`src/design/vfc_pkg.sv`:
```
// ----------------------------------------------------------------------------
// vfc_pkg
// Shared types, constants and helpers for the voxel face culler.
// ----------------------------------------------------------------------------
package vfc_pkg;

  localparam int CHUNK_EDGE_DEF = 16;

  localparam int IDX_W   = 12;
  localparam int TYPE_W  = 8;
  localparam int WORD_W  = 26;
  localparam int DIR_W   = 3;
  localparam int SLOT_W  = 24;
  localparam int COORD_W = 4;
  localparam int STORE_DEPTH = 1 << IDX_W;
  localparam int FACES   = 6;

  // input function codes
  localparam logic FUNC_WRITE = 1'b0;
  localparam logic FUNC_QUERY = 1'b1;

  // read step select: centre cube, then neighbours one to six
  localparam logic [2:0] SEL_CENTRE = 3'd0;
  localparam logic [2:0] SEL_LAST   = 3'd6;

  typedef struct packed {
    logic       load;     // capture a query word
    logic       wr;       // store a cube
    logic       rd_en;    // issue a store read
    logic [2:0] rd_sel;   // which cube to read
    logic       emit;     // push the next exposed face
  } vfc_cmd_t;

  typedef struct packed {
    logic cube_zero;
    logic mask_any;
    logic mask_last;      // at most one exposed face left
    logic out_free;
  } vfc_sts_t;

  // face code per scan position: -x, +x, -z, +z, -y, +y
  function automatic logic [DIR_W-1:0] face_code(input logic [2:0] k);
    case (k)
      3'd0:    face_code = 3'd2;
      3'd1:    face_code = 3'd3;
      3'd2:    face_code = 3'd1;
      3'd3:    face_code = 3'd0;
      3'd4:    face_code = 3'd4;
      3'd5:    face_code = 3'd5;
      default: face_code = 3'd0;
    endcase
  endfunction

  // neighbour offset per scan position, as {dx, dy, dz}, each -1, 0 or +1
  function automatic logic [8:0] nb_offset(input logic [2:0] k);
    case (k)
      3'd0:    nb_offset = {3'b111, 3'b000, 3'b000};
      3'd1:    nb_offset = {3'b001, 3'b000, 3'b000};
      3'd2:    nb_offset = {3'b000, 3'b000, 3'b111};
      3'd3:    nb_offset = {3'b000, 3'b000, 3'b001};
      3'd4:    nb_offset = {3'b000, 3'b111, 3'b000};
      3'd5:    nb_offset = {3'b000, 3'b001, 3'b000};
      default: nb_offset = 9'd0;
    endcase
  endfunction

endpackage

```
`src/design/vfc_ctrl.sv`:
```
// ----------------------------------------------------------------------------
// vfc_ctrl
// Sequencer: accepts words, steps the seven store reads, then emits faces.
// ----------------------------------------------------------------------------
module vfc_ctrl import vfc_pkg::*; (
  input  logic     clk,
  input  logic     rst_n,
  input  logic     in_valid,
  input  logic     in_func,
  output logic     in_ready,
  input  vfc_sts_t sts,
  output vfc_cmd_t cmd
);

  typedef enum logic [1:0] {
    ST_IDLE,
    ST_READ,
    ST_DRAIN,
    ST_EMIT
  } state_t;

  state_t     state_r, state_nxt;
  logic [2:0] step_r, step_nxt;
  logic       accept;

  assign in_ready = (state_r == ST_IDLE);
  assign accept   = in_valid && in_ready;

  always_comb begin
    state_nxt  = state_r;
    step_nxt   = step_r;
    cmd        = '0;
    cmd.rd_sel = step_r;
    case (state_r)
      ST_IDLE: begin
        cmd.wr   = accept && (in_func == FUNC_WRITE);
        cmd.load = accept && (in_func == FUNC_QUERY);
        if (cmd.load) begin
          state_nxt = ST_READ;
          step_nxt  = SEL_CENTRE;
        end
      end
      ST_READ: begin
        cmd.rd_en = 1'b1;
        if (step_r == SEL_LAST) begin
          state_nxt = ST_DRAIN;
        end else begin
          step_nxt = step_r + 3'd1;
        end
      end
      ST_DRAIN: begin
        state_nxt = ST_EMIT;
      end
      ST_EMIT: begin
        if (sts.cube_zero || !sts.mask_any) begin
          state_nxt = ST_IDLE;
        end else if (sts.out_free) begin
          cmd.emit = 1'b1;
          if (sts.mask_last) begin
            state_nxt = ST_IDLE;
          end
        end
      end
      default: begin
        state_nxt = ST_IDLE;
      end
    endcase
  end

  always_ff @(posedge clk) begin
    if (!rst_n) begin
      state_r <= ST_IDLE;
      step_r  <= SEL_CENTRE;
    end else begin
      state_r <= state_nxt;
      step_r  <= step_nxt;
    end
  end

endmodule

```
`config.mk`:
```
export PLATFORM = sky130hd
export DESIGN_NAME = vfc_ctrl
export DESIGN_NICKNAME = d
export VERILOG_FILES = /design/src/design/vfc_pkg.sv /design/src/design/vfc_ctrl.sv
export SDC_FILE = /design/constraint.sdc
export NUM_CORES = 1
export LEC_CHECK = 0
export ABC_AREA = 1
export BUFFER_PORTS_ARGS = -buffer_cell sky130_fd_sc_hd__buf_2
export CORE_MARGIN = 5
export CORE_UTILIZATION = 25
export CTS_CLUSTER_DIAMETER = 60
export DETAILED_ROUTE_END_ITERATION = 10
export PLACE_DENSITY = 0.59
export SLEW_MARGIN = 30
export SYNTH_ARGS = -nofsm -noshare
export SYNTH_HDL_FRONTEND = slang
export SYNTH_SLANG_ARGS = --single-unit
export TNS_END_PERCENT = 5
```
`constraint.sdc`:
```
create_clock -name clk -period 2.5 [get_ports clk]
set_clock_uncertainty 0.05 [all_clocks]
set_input_delay 0.375 -clock clk [delete_from_list [all_inputs] [get_ports clk]]
set_output_delay 0.375 -clock clk [all_outputs]
set_load 0.02 [all_outputs]
```
# After elaboration in Yosys (flattened, before gate mapping)

Index checks and enable logic that the tools add are counted.

Register bits after elaboration: 5
Latch bits: 0
RAM bits: 0
Memory bits (read-only): 0
Input bits: 8
Output and inout port bits: 8
Logic and storage cells: 36
Memories: 0

Add/sub/neg operators: 1
$mul: 0
Divide/modulo/power cells: 0
$lt $le $gt $ge: 0
Equal/unequal tests: 9
Shift operators: 0
Multiplexer cells: 14
Bitwise gates (word level): 1
Reduce and logical (&&, ||, !) cells: 9

Operator list:

| operator                                             | number |
|---|---|
| 2-to-1 mux 2 bit                                     | 6 |
| one-hot mux 2 bit (4 select lines)                   | 1 |
| 2-to-1 mux 3 bit                                     | 2 |
| != test 3 bit (second input constant)                | 2 |
| one-hot mux 3 bit (2 select lines)                   | 1 |
| equality test 2 bit (second input constant)          | 2 |
| 2-to-1 mux 1 bit                                     | 4 |
| != test 2 bit (second input constant)                | 2 |
| AND reduction 4 bit                                  | 1 |
| adder 3 x 1 -> 3 bit (second input constant)         | 1 |
| equality test 3 bit (second input constant)          | 1 |
| logical AND 1 bit                                    | 3 |
| AND reduction 3 bit                                  | 1 |
| equality test 2 x 1 -> 1 bit (second input constant) | 1 |
| zero test 2 bit                                      | 1 |
| != test 2 x 1 -> 1 bit (second input constant)       | 1 |
| nonzero test 2 bit                                   | 1 |
| zero test 1 bit                                      | 1 |
| logical OR 1 bit                                     | 1 |
| NOT 1 bit                                            | 1 |

# Depth between registers and ports, before layout

Depth in word-level cells: 5
Mapped depth: 9
Mapped depth without buffers: 9

# Worst setup path before layout

OpenSTA, ideal clock, no wires.

Path kind: flip-flop to output port
Start: register state_r[0]
End: output cmd[5] in the netlist's numbering
Arrival time: 1139 ps
Required time: 2075 ps
Path slack: 936 ps
Stages on the path, launching flop included: 5
Buffers on the path: 0
Cells stage by stage: dfxtp_1 inv_1 ha_1 nand2_1 nor2_1

RTL lines:

| what                     | RTL line       | text |
|---|---|---|
| start: declaration       | vfc_ctrl.sv:22 | `state_t state_r, state_nxt;` |
| start signal: assignment | vfc_ctrl.sv:75 | `state_r <= state_nxt;` |
| end: declaration         | vfc_ctrl.sv:12 | `output vfc_cmd_t cmd` |

==> results.py <==
metrics = {
    "outcome": {
        "status": "finished clean",
    },
    "layout": {
        "final_cells": 92,
        "area_growth_pct": 31.2,
        "final_nets": 91,
        "post-route-util_pct": 34.3,
        "drive_above_1_share_pct": 34.2,
        "n_antenna_cell": 0,
    },
    "clocking": {
        "post_cts_buffers": 0,
        "clock_path_buffers": 2,
        "cts_hold_buf": 0,
        "cts_tree": "built",
        "cts_resized": 0,
        "cts_buffers": 3,
        "clockRootBuffer": "clkbuf_4",
        "cts.htree.levels": 1,
        "clk_latency_ns": 0.24,
        "cts_sinks": 5,
        "clk_pin_slew_ns": 0.04,
    },
    "detailed_routing": {
        "via_per_inst": 4.22,
        "first_pass_iters": 4,
        "drt-initial-drc-count": 1,
        "ant_nets": 0,
        "detail_route.wl_per_cell_um": 8.33,
        "drc": 0,
        "routed_wl_um": 766,
        "via_count": 388,
    },
    "yosys": {
        "syn_nets": 71,
        "synth_area_leader_cell": "dfxtp_1",
        "synth_most_common_cell": "nor2_1",
        "ys_types": 13,
        "yosys.area.top_type_share_pct": 25.7,
        "ys_top_cells_by_area": "dfxtp_1, ha_1, nor2_1",
        "ys.flop_type": "dfxtp_1",
        "ys_ff_latch": 5,
        "synth_cells": 57,
        "avgSynthCellArea_um2": 6.83,
        "synth_edf_count": 0,
        "synthArstFlopShare_pct": 0,
        "yosysWarnings": 0,
        "synth_common_cells": "nor2_1, inv_1, nand2_1",
        "synth-seq-area-share_pct": 25.7,
        "netlist_area_um2": 389,
    },
    "die": {
        "die_h_um": 49.5,
        "ioPinCount": 16,
        "core_area_um2": 1490,
        "dieArea_um2": 2450,
        "rows": 14,
        "start_util_pct": 26.1,
        "die_w_um": 49.5,
    },
    "place": {
        "post-place-cells": 88,
        "port_buffers": 15,
        "place_congestion": 0.770,
        "dp_hpwl_um": 669,
    },
    "power_and_ir_drop": {
        "p_per_area_nw_per_um2": 967,
        "ir_worst_vdd_mv": 0.384,
        "p_leak_uw": 0.000286,
    },
    "sta": {
        "hold_viol_final": 0,
        "fin_crit_ns": 1.67,
        "relSlewSlack_pct": 85.3,
        "fmaxAchievable_mhz": 597,
        "whs_ns": 0.361,
        "rsz0062_at_grt": "no",
        "setup_viol": 0,
        "max_slew.worst_pin.slew_ns": 0.221,
        "fin_crit_sh_pct": 67.0,
        "maxSlewViolCount": 0,
        "fin_setup_tns_ns": 0,
    },
    "global_routing": {
        "overflow": 0,
        "grt_pass1_wl_um": 1460,
        "antenna_found_initial": 0,
        "grt_use_total_pct": 7.80,
        "grt_pass1_vias": 373,
        "grt_max_degree": 7,
    },
    "hold_path": {
        "hold_path_class": "in2reg",
        "holdPathStages": 3,
    },
    "worst_setup_path": {
        "cp-end-kind": "output port",
        "reg2regPathDepth": 8,
        "worst-path-max-fanout": 6,
        "required_ns": 2.08,
        "startpoint_type": "register",
        "crit_type": "reg2out",
        "arrival_ns": 1.25,
    },
    "run": {
        "maxCapViolations": 0,
    },
}
path summary, 6_finish.rpt:
kind / from / to / slack, ns
max reg2reg: state_r[0]$_SDFFE_PN0P_ / step_r[0]$_SDFFE_PN0P_ / 1.13
max: state_r[0]$_SDFFE_PN0P_ / cmd[5] / 0.83
min reg2reg: step_r[1]$_SDFFE_PN0P_ / step_r[1]$_SDFFE_PN0P_ / 0.48
min: rst_n / state_r[1]$_SDFFE_PN0P_ / 0.36
cell families after synthesis:
family	Yosys count	synth area share (%)
simple gates	31	38.6
buf+inv	10	9.97
fa+ha+maj	6	19.3
compound gates	5	6.43
flops	5	25.7
registers in the layout, indices dropped and copies added (netlist names):
register  flops
step_r        3
state_r       2
worst max-delay path, cell delays in order (launching register included):
cell and delay (ns):
dfxtp_1 0.32, inv_1 0.09, ha_1 0.28, nand2_1 0.08, nor2_1 0.08, buf_2 0.16
stage by stage:
| step | total power, uW | cell area, um2 | worst slack, ns |
|---|---|---|---|
| after floorplan | 343 | 389 | 0.936 |
| after global placement | 406 | 484 | 1.09 |
| after detailed placement | 407 | 484 | 1.07 |
| after CTS | 505 | 510 | 0.800 |
| after global routing | 560 | 510 | 0.674 |
| final | 494 | 510 | 0.825 |
where the power goes:
part           internal, uW  total, uW  leakage (uW)  switching, uW
Combinational           103        283      0.000230            180
Sequential              101        119     0.0000411           18.0
Clock                  60.2       91.5     0.0000150           31.3
placed cells by master, fill, tap and decap left out, drive strengths merged:
| cell | n |
|---|---|
| o21ai | 3 |
| nand4 | 1 |
| clkbuf | 4 |
| clkinv | 1 |
| buf | 15 |
| dfxtp | 5 |
| nand2 | 14 |
| nand3 | 4 |
| ha | 6 |
| nor2 | 11 |
| nor3b | 1 |
| inv | 9 |
| a21oi | 2 |
final cells by class:
| cell class | count | area [um2] |
|---|---|---|
| clock buffer | 4 | 26.3 |
| multi-input combinational | 42 | 250 |
| inverter | 10 | 38.8 |
| fill | 164 | 978 |
| tap | 16 | 20.0 |
| sequential | 5 | 100 |
| timing repair buffer | 15 | 75.1 |
layer usage:
metal	vias up	global-route usage [%]	part of all wire [%]
li1	218	-	-
met1	156	8.96	44
met2	10	10.7	45
met3	4	3.61	8.2
met4	0	6.55	2.2
met5	-	0	0
Note: power is estimated with default switching activity, not from simulation.
